--- src/rtl/core/lir_pkg.sv ---
`timescale 1ns / 1ps
// lir_pkg: shared types and constants of the linear interpolation resampler.
// Used by lir_cfg, lir_blend and linear_interp_resampler.
package lir_pkg;

    localparam int SAMPLE_W = 16;
    localparam int SUM_W    = SAMPLE_W + 1;
    localparam int RATE_W   = 18;
    localparam int PHASE_W  = RATE_W + 1;
    localparam int CH_W     = 2;
    localparam int NUM_W    = 36;
    localparam int REM_W    = NUM_W - 1;
    localparam int DEN_W    = RATE_W + 1;
    localparam int QUO_W    = SUM_W;
    localparam int QCNT_W   = $clog2(QUO_W);

    localparam logic [RATE_W-1:0] RATE_RST = RATE_W'(16000);
    localparam logic [CH_W-1:0]   CH_RST   = CH_W'(1);

    localparam logic signed [SAMPLE_W+1:0] SAT_HI = 18'sd32767;
    localparam logic signed [SAMPLE_W+1:0] SAT_LO = -18'sd32768;

    typedef logic signed [SAMPLE_W-1:0] sample_t;

    typedef enum logic [1:0] {
        REG_IN_RATE  = 2'd0,
        REG_OUT_RATE = 2'd1,
        REG_IN_CH    = 2'd2,
        REG_OUT_CH   = 2'd3
    } reg_idx_t;

    // effective settings after zero, ratio and channel clamping
    typedef struct packed {
        logic [RATE_W-1:0] ir;
        logic [RATE_W-1:0] eo;
        logic              two_in;
        logic              two_out;
    } cfg_eff_t;

    // one blend: (s0*w0 + s1*w1) / (eo * (half ? 2 : 1))
    typedef struct packed {
        logic signed [SUM_W-1:0] s0;
        logic signed [SUM_W-1:0] s1;
        logic [RATE_W-1:0]       w0;
        logic [RATE_W-1:0]       w1;
        logic [RATE_W-1:0]       eo;
        logic                    half;
    } blend_req_t;

endpackage

--- src/rtl/core/lir_cfg.sv ---
`timescale 1ns / 1ps
// lir_cfg: configuration registers and derived effective rates and channel flags.
// Depends on lir_pkg.
module lir_cfg
    import lir_pkg::*;
#(
    parameter int MAX_CHANNELS = 2,
    parameter int MAX_UPSAMPLE = 16
)
(
    input  logic              clk,
    input  logic              rst_n,
    input  logic              cfg_valid,
    output logic              cfg_ready,
    input  logic [1:0]        cfg_index,
    input  logic [RATE_W-1:0] cfg_data,
    output cfg_eff_t          eff
);

    localparam int UP_W  = $clog2(MAX_UPSAMPLE + 1);
    localparam int LIM_W = RATE_W + UP_W;

    logic [RATE_W-1:0] in_rate_reg;
    logic [RATE_W-1:0] out_rate_reg;
    logic [CH_W-1:0]   in_ch_reg;
    logic [CH_W-1:0]   out_ch_reg;
    cfg_eff_t          eff_reg;
    cfg_eff_t          eff_next;

    logic [RATE_W-1:0] ir_eff;
    logic [RATE_W-1:0] eo_raw;
    logic [LIM_W-1:0]  lim;

    assign cfg_ready = 1'b1;
    assign eff       = eff_reg;

    always_comb
    begin
        ir_eff = (in_rate_reg == '0) ? RATE_W'(1) : in_rate_reg;
        eo_raw = (out_rate_reg == '0) ? RATE_W'(1) : out_rate_reg;
        lim    = LIM_W'(ir_eff) * LIM_W'(MAX_UPSAMPLE);
        eff_next.ir      = ir_eff;
        eff_next.eo      = (LIM_W'(eo_raw) > lim) ? lim[RATE_W-1:0] : eo_raw;
        eff_next.two_in  = (MAX_CHANNELS >= 2) && (in_ch_reg >= CH_W'(2));
        eff_next.two_out = (MAX_CHANNELS >= 2) && (out_ch_reg >= CH_W'(2));
    end

    always_ff @(posedge clk or negedge rst_n)
    begin
        if (!rst_n)
        begin
            in_rate_reg  <= RATE_RST;
            out_rate_reg <= RATE_RST;
            in_ch_reg    <= CH_RST;
            out_ch_reg   <= CH_RST;
            eff_reg.ir      <= RATE_RST;
            eff_reg.eo      <= RATE_RST;
            eff_reg.two_in  <= 1'b0;
            eff_reg.two_out <= 1'b0;
        end
        else
        begin
            eff_reg <= eff_next;
            if (cfg_valid)
            begin
                unique case (reg_idx_t'(cfg_index))
                    REG_IN_RATE:  in_rate_reg  <= cfg_data;
                    REG_OUT_RATE: out_rate_reg <= cfg_data;
                    REG_IN_CH:    in_ch_reg    <= cfg_data[CH_W-1:0];
                    REG_OUT_CH:   out_ch_reg   <= cfg_data[CH_W-1:0];
                endcase
            end
        end
    end

endmodule

--- src/rtl/core/lir_blend.sv ---
`timescale 1ns / 1ps
// lir_blend: shared multiply-accumulate and restoring divider, one step a cycle.
// Computes (s0*w0 + s1*w1) / den truncated toward zero, saturated. Depends on lir_pkg.
module lir_blend
    import lir_pkg::*;
(
    input  logic       clk,
    input  logic       rst_n,
    input  logic       start,
    input  blend_req_t req,
    output logic       done,
    output sample_t    result
);

    typedef enum logic [2:0] {
        B_IDLE,
        B_MUL0,
        B_MUL1,
        B_ABS,
        B_DIV,
        B_FIX
    } bstate_t;

    bstate_t                 state_reg;
    blend_req_t              req_reg;
    logic signed [NUM_W-1:0] acc_reg;
    logic                    neg_reg;
    logic [REM_W-1:0]        rem_reg;
    logic [REM_W-1:0]        den_reg;
    logic [QUO_W-1:0]        quo_reg;
    logic [QCNT_W-1:0]       cnt_reg;
    logic                    done_reg;
    sample_t                 result_reg;

    logic signed [SUM_W-1:0]  mul_a;
    logic signed [DEN_W-1:0]  mul_b;
    logic signed [NUM_W-1:0]  prod;
    logic signed [NUM_W-1:0]  mag;
    logic [DEN_W-1:0]         den;
    logic                     fits;
    logic signed [QUO_W:0]    sq;
    sample_t                  sat;

    assign done   = done_reg;
    assign result = result_reg;

    always_comb
    begin
        mul_a = (state_reg == B_MUL0) ? req_reg.s0 : req_reg.s1;
        mul_b = (state_reg == B_MUL0) ? $signed({1'b0, req_reg.w0})
                                      : $signed({1'b0, req_reg.w1});
        prod  = mul_a * mul_b;
        mag   = acc_reg[NUM_W-1] ? -acc_reg : acc_reg;
        den   = req_reg.half ? {req_reg.eo, 1'b0} : {1'b0, req_reg.eo};
        fits  = (rem_reg >= den_reg);
        sq    = neg_reg ? -$signed({1'b0, quo_reg}) : $signed({1'b0, quo_reg});
        if (sq > SAT_HI)
            sat = SAT_HI[SAMPLE_W-1:0];
        else if (sq < SAT_LO)
            sat = SAT_LO[SAMPLE_W-1:0];
        else
            sat = sq[SAMPLE_W-1:0];
    end

    always_ff @(posedge clk or negedge rst_n)
    begin
        if (!rst_n)
        begin
            state_reg <= B_IDLE;
            done_reg  <= 1'b0;
            cnt_reg   <= '0;
        end
        else
        begin
            done_reg <= 1'b0;
            unique case (state_reg)
                B_IDLE:
                begin
                    if (start)
                    begin
                        req_reg   <= req;
                        state_reg <= B_MUL0;
                    end
                end
                B_MUL0:
                begin
                    acc_reg   <= prod;
                    state_reg <= B_MUL1;
                end
                B_MUL1:
                begin
                    acc_reg   <= acc_reg + prod;
                    state_reg <= B_ABS;
                end
                B_ABS:
                begin
                    neg_reg   <= acc_reg[NUM_W-1];
                    rem_reg   <= mag[REM_W-1:0];
                    den_reg   <= {den, {(QUO_W-1){1'b0}}};
                    quo_reg   <= '0;
                    cnt_reg   <= '0;
                    state_reg <= B_DIV;
                end
                B_DIV:
                begin
                    if (fits)
                        rem_reg <= rem_reg - den_reg;
                    quo_reg <= {quo_reg[QUO_W-2:0], fits};
                    den_reg <= den_reg >> 1;
                    cnt_reg <= cnt_reg + QCNT_W'(1);
                    if (cnt_reg == QCNT_W'(QUO_W - 1))
                        state_reg <= B_FIX;
                end
                B_FIX:
                begin
                    result_reg <= sat;
                    done_reg   <= 1'b1;
                    state_reg  <= B_IDLE;
                end
                default:
                begin
                    state_reg <= B_IDLE;
                end
            endcase
        end
    end

`ifndef SYNTH
    a_start_idle: assert property (@(posedge clk) disable iff (!rst_n)
        start |-> (state_reg == B_IDLE))
        else $error("blend started while busy");

    a_done_after_fix: assert property (@(posedge clk) disable iff (!rst_n)
        done |-> ($past(state_reg) == B_FIX))
        else $error("blend done without final step");
`endif

endmodule

--- src/rtl/core/linear_interp_resampler.sv ---
`timescale 1ns / 1ps
// Linear interpolation resampler: 16-bit frames in, frames at out_rate/in_rate out.
// Each output frame takes one blend, or two when both channels are blended; all blends
// run on the shared multiply/divide unit in lir_blend.
// Throughput: one item at a time; s_tready is high only between items.
// Reset: control and stream state clear, rates to 16000, channels to 1.
// Depends on lir_pkg, lir_cfg, lir_blend.
module linear_interp_resampler
    import lir_pkg::*;
#(
    parameter int MAX_CHANNELS = 2,
    parameter int MAX_UPSAMPLE = 16
)
(
    input  logic              clk,
    input  logic              rst_n,
    input  logic              s_tvalid,
    output logic              s_tready,
    input  logic [31:0]       s_tdata,   // sample_first, sample_second
    input  logic              s_tlast,   // final_frame
    output logic              m_tvalid,
    input  logic              m_tready,
    output logic [31:0]       m_tdata,   // result_first, result_second
    output logic              m_tlast,   // run_end
    output logic              m_tuser,   // stream_end
    input  logic              cfg_valid,
    output logic              cfg_ready,
    input  logic [1:0]        cfg_index,
    input  logic [RATE_W-1:0] cfg_data
);

    localparam int CAP   = 2 * MAX_UPSAMPLE;
    localparam int CNT_W = $clog2(CAP + 1);

    typedef enum logic [2:0] {
        S_IDLE,
        S_TEST,
        S_BLEND0,
        S_BLEND1,
        S_COMMIT,
        S_FINISH
    } state_t;

    cfg_eff_t eff;

    state_t             state_reg;
    sample_t            cur0_reg;
    sample_t            cur1_reg;
    logic               fin_reg;
    sample_t            prev0_reg;
    sample_t            prev1_reg;
    logic               have_reg;
    logic [PHASE_W-1:0] phase_reg;
    logic [PHASE_W-1:0] p_reg;
    logic               tail_reg;
    logic [CNT_W-1:0]   n_reg;
    sample_t            r0_reg;
    sample_t            r1_reg;
    sample_t            hold0_reg;
    sample_t            hold1_reg;
    logic               hold_valid_reg;
    logic               out_valid_reg;
    sample_t            out0_reg;
    sample_t            out1_reg;
    logic               out_last_reg;
    logic               out_end_reg;

    logic               accept;
    logic               out_free;
    logic               push;
    logic               more;
    logic               two_blend;
    logic               start;
    blend_req_t         req;
    logic               b_done;
    sample_t            b_result;
    sample_t            a0;
    sample_t            a1;
    logic signed [SUM_W-1:0] ea0;
    logic signed [SUM_W-1:0] ea1;
    logic signed [SUM_W-1:0] eb0;
    logic signed [SUM_W-1:0] eb1;
    logic [RATE_W-1:0]  w1;

    lir_cfg #(
        .MAX_CHANNELS (MAX_CHANNELS),
        .MAX_UPSAMPLE (MAX_UPSAMPLE)
    ) u_cfg (
        .clk       (clk),
        .rst_n     (rst_n),
        .cfg_valid (cfg_valid),
        .cfg_ready (cfg_ready),
        .cfg_index (cfg_index),
        .cfg_data  (cfg_data),
        .eff       (eff)
    );

    lir_blend u_blend (
        .clk    (clk),
        .rst_n  (rst_n),
        .start  (start),
        .req    (req),
        .done   (b_done),
        .result (b_result)
    );

    assign s_tready = (state_reg == S_IDLE);
    assign accept   = s_tvalid && s_tready;
    assign out_free = !out_valid_reg || m_tready;
    assign m_tvalid = out_valid_reg;
    assign m_tdata  = {out1_reg, out0_reg};
    assign m_tlast  = out_last_reg;
    assign m_tuser  = out_end_reg;

    always_comb
    begin
        more      = (p_reg < PHASE_W'(eff.eo)) && (n_reg < CNT_W'(CAP));
        two_blend = eff.two_out && eff.two_in;
        push      = ((state_reg == S_COMMIT) || (state_reg == S_FINISH))
                 && hold_valid_reg && out_free;
        a0  = tail_reg ? cur0_reg : prev0_reg;
        a1  = tail_reg ? cur1_reg : prev1_reg;
        ea0 = {a0[SAMPLE_W-1], a0};
        ea1 = {a1[SAMPLE_W-1], a1};
        eb0 = {cur0_reg[SAMPLE_W-1], cur0_reg};
        eb1 = {cur1_reg[SAMPLE_W-1], cur1_reg};
        w1  = tail_reg ? '0 : p_reg[RATE_W-1:0];

        req.w0   = eff.eo - w1;
        req.w1   = w1;
        req.eo   = eff.eo;
        req.half = 1'b0;
        if (!eff.two_out)
        begin
            req.s0   = ea0 + (eff.two_in ? ea1 : '0);
            req.s1   = eb0 + (eff.two_in ? eb1 : '0);
            req.half = eff.two_in;
        end
        else if (state_reg == S_BLEND0)
        begin
            req.s0 = ea1;
            req.s1 = eb1;
        end
        else
        begin
            req.s0 = ea0;
            req.s1 = eb0;
        end

        start = ((state_reg == S_TEST) && more)
             || ((state_reg == S_BLEND0) && b_done && two_blend);
    end

    always_ff @(posedge clk or negedge rst_n)
    begin
        if (!rst_n)
        begin
            state_reg      <= S_IDLE;
            have_reg       <= 1'b0;
            phase_reg      <= '0;
            prev0_reg      <= '0;
            prev1_reg      <= '0;
            hold_valid_reg <= 1'b0;
            out_valid_reg  <= 1'b0;
            n_reg          <= '0;
            tail_reg       <= 1'b0;
            fin_reg        <= 1'b0;
            p_reg          <= '0;
        end
        else
        begin
            if (out_valid_reg && m_tready && !push)
                out_valid_reg <= 1'b0;

            unique case (state_reg)
                S_IDLE:
                begin
                    if (accept)
                    begin
                        cur0_reg <= s_tdata[15:0];
                        cur1_reg <= s_tdata[31:16];
                        fin_reg  <= s_tlast;
                        n_reg    <= '0;
                        tail_reg <= !have_reg;
                        p_reg    <= have_reg ? phase_reg : '0;
                        state_reg <= (have_reg || s_tlast) ? S_TEST : S_FINISH;
                    end
                end
                S_TEST:
                begin
                    if (more)
                        state_reg <= S_BLEND0;
                    else if (!tail_reg)
                    begin
                        p_reg <= (p_reg >= PHASE_W'(eff.eo)) ? p_reg - PHASE_W'(eff.eo) : '0;
                        if (fin_reg)
                            tail_reg <= 1'b1;
                        else
                            state_reg <= S_FINISH;
                    end
                    else
                        state_reg <= S_FINISH;
                end
                S_BLEND0:
                begin
                    if (b_done)
                    begin
                        r0_reg <= b_result;
                        if (two_blend)
                            state_reg <= S_BLEND1;
                        else
                        begin
                            r1_reg    <= eff.two_out ? b_result : '0;
                            state_reg <= S_COMMIT;
                        end
                    end
                end
                S_BLEND1:
                begin
                    if (b_done)
                    begin
                        r1_reg    <= b_result;
                        state_reg <= S_COMMIT;
                    end
                end
                S_COMMIT:
                begin
                    if (!hold_valid_reg || out_free)
                    begin
                        if (hold_valid_reg)
                        begin
                            out_valid_reg <= 1'b1;
                            out0_reg      <= hold0_reg;
                            out1_reg      <= hold1_reg;
                            out_last_reg  <= 1'b0;
                            out_end_reg   <= 1'b0;
                        end
                        hold0_reg      <= r0_reg;
                        hold1_reg      <= r1_reg;
                        hold_valid_reg <= 1'b1;
                        n_reg          <= n_reg + CNT_W'(1);
                        p_reg          <= p_reg + PHASE_W'(eff.ir);
                        state_reg      <= S_TEST;
                    end
                end
                S_FINISH:
                begin
                    if (!hold_valid_reg || out_free)
                    begin
                        if (hold_valid_reg)
                        begin
                            out_valid_reg <= 1'b1;
                            out0_reg      <= hold0_reg;
                            out1_reg      <= hold1_reg;
                            out_last_reg  <= 1'b1;
                            out_end_reg   <= fin_reg;
                        end
                        hold_valid_reg <= 1'b0;
                        if (fin_reg)
                        begin
                            prev0_reg <= '0;
                            prev1_reg <= '0;
                            have_reg  <= 1'b0;
                            phase_reg <= '0;
                        end
                        else
                        begin
                            prev0_reg <= cur0_reg;
                            prev1_reg <= cur1_reg;
                            have_reg  <= 1'b1;
                            phase_reg <= p_reg;
                        end
                        state_reg <= S_IDLE;
                    end
                end
                default:
                begin
                    state_reg <= S_IDLE;
                end
            endcase
        end
    end

`ifndef SYNTH
    a_idle_hold_empty: assert property (@(posedge clk) disable iff (!rst_n)
        s_tready |-> !hold_valid_reg)
        else $error("result left pending between items");

    a_count_cap: assert property (@(posedge clk) disable iff (!rst_n)
        n_reg <= CNT_W'(CAP))
        else $error("result count past cap");

    a_end_is_last: assert property (@(posedge clk) disable iff (!rst_n)
        (m_tvalid && m_tuser) |-> m_tlast)
        else $error("stream end not on last result of run");

    a_start_in_loop: assert property (@(posedge clk) disable iff (!rst_n)
        start |-> (p_reg < PHASE_W'(eff.eo)))
        else $error("blend started past phase limit");
`endif

endmodule

--- config.mk ---
export PLATFORM = sky130hd
export DESIGN_NAME = linear_interp_resampler
export DESIGN_NICKNAME = d
export VERILOG_FILES = /design/src/rtl/core/lir_pkg.sv /design/src/rtl/core/lir_cfg.sv /design/src/rtl/core/lir_blend.sv /design/src/rtl/core/linear_interp_resampler.sv
export SDC_FILE = /design/constraint.sdc
export NUM_CORES = 2
export LEC_CHECK = 0
export BUFFER_PORTS_ARGS = -buffer_cell sky130_fd_sc_hd__buf_2
export CORE_ASPECT_RATIO = 0.9
export CORE_MARGIN = 3
export CORE_UTILIZATION = 60
export CTS_CLUSTER_SIZE = 25
export DETAILED_ROUTE_END_ITERATION = 10
export MAX_ROUTING_LAYER = met4
export PLACE_DENSITY = 0.77
export SLEW_MARGIN = 15
export SYNTH_ARGS = -nofsm -noshare
export SYNTH_HDL_FRONTEND = slang
export SYNTH_SLANG_ARGS = --single-unit
--- constraint.sdc ---
create_clock -name clk -period 16.9 [get_ports clk]
set_input_delay 0.845 -clock clk [delete_from_list [all_inputs] [get_ports clk]]
set_output_delay 0.845 -clock clk [all_outputs]
set_load 0.005 [all_outputs]
==> results.yml <==
synthesis:
  synthTopCellsByCount: "inv_1, nand2_1, edfxtp_1"
  async_flop_share_pct: 32.0
  synth_fa_ha_area_share_pct: 21.9
  synthTopCellsByArea: "edfxtp_1, fa_1, ha_1"
  syn_avg_cell_area_sq_um: 9.95
  synth-xor-area-share_pct: 4.27
  synth_top_family_by_area: "adder cells"
  ys.warnings.count: 0
  synth_enable_flop_cells: 359
  ys_ff_latch: 528
  synth_top_area_cell: "edfxtp_1"
  yosysSeqAreaShare_pct: 37.4
  syn_area_sq_um: 40200
  ys_types: 88
  synth_most_common_cell: "inv_1"
  synth_compound_area_share_pct: 12.6
  ys.flop_type: "edfxtp_1"
  synth.top_cell.area_share_pct: 26.8
  syn_nets: 4655
  synth_mux_area_share_pct: 4.72
  syn_inst: 4042
  synth-simple-area-share_pct: 13.3
routing:
  via_per_inst: 5.91
  antenna_left: 0
  first_pass_iters: 8
  route.detailed.drc: 0
  drt_wl_total_um: 94200
  first_iter_violations: 2547
  wl_per_cell_um: 18.9
  vias: 29600
clock_tree:
  clock-sinks: 528
  cts-htree-levels: 2
  cts_made_buffers: 55
  ctsHoldBuffers: 0
  tritoncts: "yes"
  post_cts_resize_count: 0
  clkTransAtPathRegs_ps: 70
  clk_path_buf_depth: 3
  postCtsSetupRepairBufs: 0
  cts_root_buf: "clkbuf_16"
  clock_latency_ps: 630
place:
  portBuffers: 93
  place_congestion: 0.973
  post-dp-hpwl_um: 71300
floorplan:
  initial_utilization_pct: 61.0
  core-area_sq_um: 65900
  die_w_um: 279
  rows: 89
  dieArea_sq_um: 70100
  die_h_um: 252
  num_io_pins: 95
global_route:
  grt_pass1_vias: 28800
  grt_max_degree: 77
  grt_pass1_wl_um: 153000
  grt_overflow: 0
  grt_util_all_layers_pct: 27.8
  antenna_found_initial: 0
timing:
  grt_setup_unrepaired: "no"
  fin_setup_tns_ps: 0
  maxSlewHeadroom_pct: 23.2
  hold_violations: 0
  fmax_mhz: 96.2
  setup_viol: 0
  drv_slew: 0
  period_share_pct: 61.5
  period_needed_ps: 10390
  tightest_slew_ps: 1120
  skew_ps: 24.1
worst_setup_path:
  worstSetupEndpointType: "flop"
  cp.arrival_ps: 10760
  required_ps: 17270
  cpMostUsedCell: "fa_1"
  critPathSlowestCell: "mux2i_1"
  worstSetupPathType: "reg2reg"
  cpPeakStageDelay_ps: 880
  critical_path.max_fanout: 64
  startpoint_type: "flop"
final_layout:
  diodes: 0
  largest_reg_flops: 89
  drive_gt1_share_pct: 10.1
  syn_to_final_growth_pct: 8.64
  fin_nets: 4700
run_status:
  status: "finished clean"
flow_run:
  drv_cap: 0
min_path:
  min_path_type: "in2async"
-- kinds of logic after synthesis --
group	count (synthesis)
buffers and inverters	624
adders and majority gates	555
other	1
and+or+nand+nor	1174
muxes	178
AOI/OAI and AO/OA	786
DFF	528
xor gates and xnor gates	196
-- layout make-up --
| type | count | area (sq um) |
|---|---|---|
| clock inverters | 42 | 551 |
| fillers | 5166 | 22300 |
| inverters | 466 | 1750 |
| flip-flops and latches | 528 | 15000 |
| well taps | 864 | 1080 |
| repair buffers | 146 | 870 |
| clock buffers | 62 | 1470 |
| multi-input cells | 2890 | 22900 |
-- routing by layer --
layer	share of wire (%)	track usage [%]	up-vias
li1	-	-	14000
met1	45	38.8	14300
met2	45	42.6	1026
met3	7.4	4.62	190
met4	3.0	7.83	0
met5	0	-	-
-- metrics by stage --
| step | util [%] | hold slack [ps] | worst slack [ps] | cell area, sq um | std cells |
|---|---|---|---|---|---|
| after floorplan | - | 400 | 5000 | 40200 | 4042 |
| after global placement | 63.2 | 357 | 6750 | 41700 | 4894 |
| after detailed placement | 63.2 | 367 | 6510 | 41700 | 4894 |
| after CTS | 66.2 | 97.4 | 6490 | 43700 | 4998 |
| after global routing | 66.2 | 121 | 5800 | 43700 | 4998 |
| final | 66.2 | 120 | 6510 | 43700 | 4998 |
-- worst max-delay path: cells and delay by family (launching register included) --
kind                       cells  cell delay [ps]
AOI/OAI and AO/OA             11             2330
buffers and inverters          5             1510
xor gates and xnor gates       1              180
muxes                          1              880
adders and majority gates      8             3430
and+or+nand+nor                6             1140
DFF                            1              620
-- layout by cell type, fill, tap and decap left out, types with 37 or more instances in the layout --
| master | n |
|---|---|
| edfxtp_1 | 359 |
| xor2_1 | 82 |
| clkbuf_16 | 57 |
| xnor2_1 | 114 |
| nand2_1 | 451 |
| nand3_1 | 39 |
| buf_2 | 92 |
| a21o_1 | 90 |
| mux2_2 | 93 |
| inv_1 | 463 |
| fa_1 | 246 |
| o211ai_1 | 37 |
| o21ai_0 | 246 |
| dfrtp_1 | 143 |
| nor2b_1 | 65 |
| buf_4 | 53 |
| a21oi_1 | 159 |
| ha_1 | 309 |
| nor2_1 | 355 |
| mux2i_1 | 83 |
-- final timing paths --
kind                                             startpoint                            end  slack [ps]  cells past startpoint
max reg2reg                u_blend.state_reg[2]$_DFFE_PN0P_  u_blend.acc_reg[33]$_DFFE_PP_        6510                     32
min reg2reg                  u_cfg.in_ch_reg[1]$_DFFE_PN0P_         u_cfg.eff[1]$_DFF_PN0_         370                      0
max in group asynchronous                             rst_n           p_reg[7]$_DFFE_PN0P_       14580                      4
min in group clk             u_cfg.in_ch_reg[1]$_DFFE_PN0P_         u_cfg.eff[1]$_DFF_PN0_         370                      0
min                                                   rst_n       prev1_reg[4]$_DFFE_PN0P_         120                      1
max                        u_blend.state_reg[2]$_DFFE_PN0P_  u_blend.acc_reg[33]$_DFFE_PP_        6510                     32
Power is left out: the tool's default activity adds up to more than one toggle a clock period on the data nets, which glitch-free logic cannot reach.
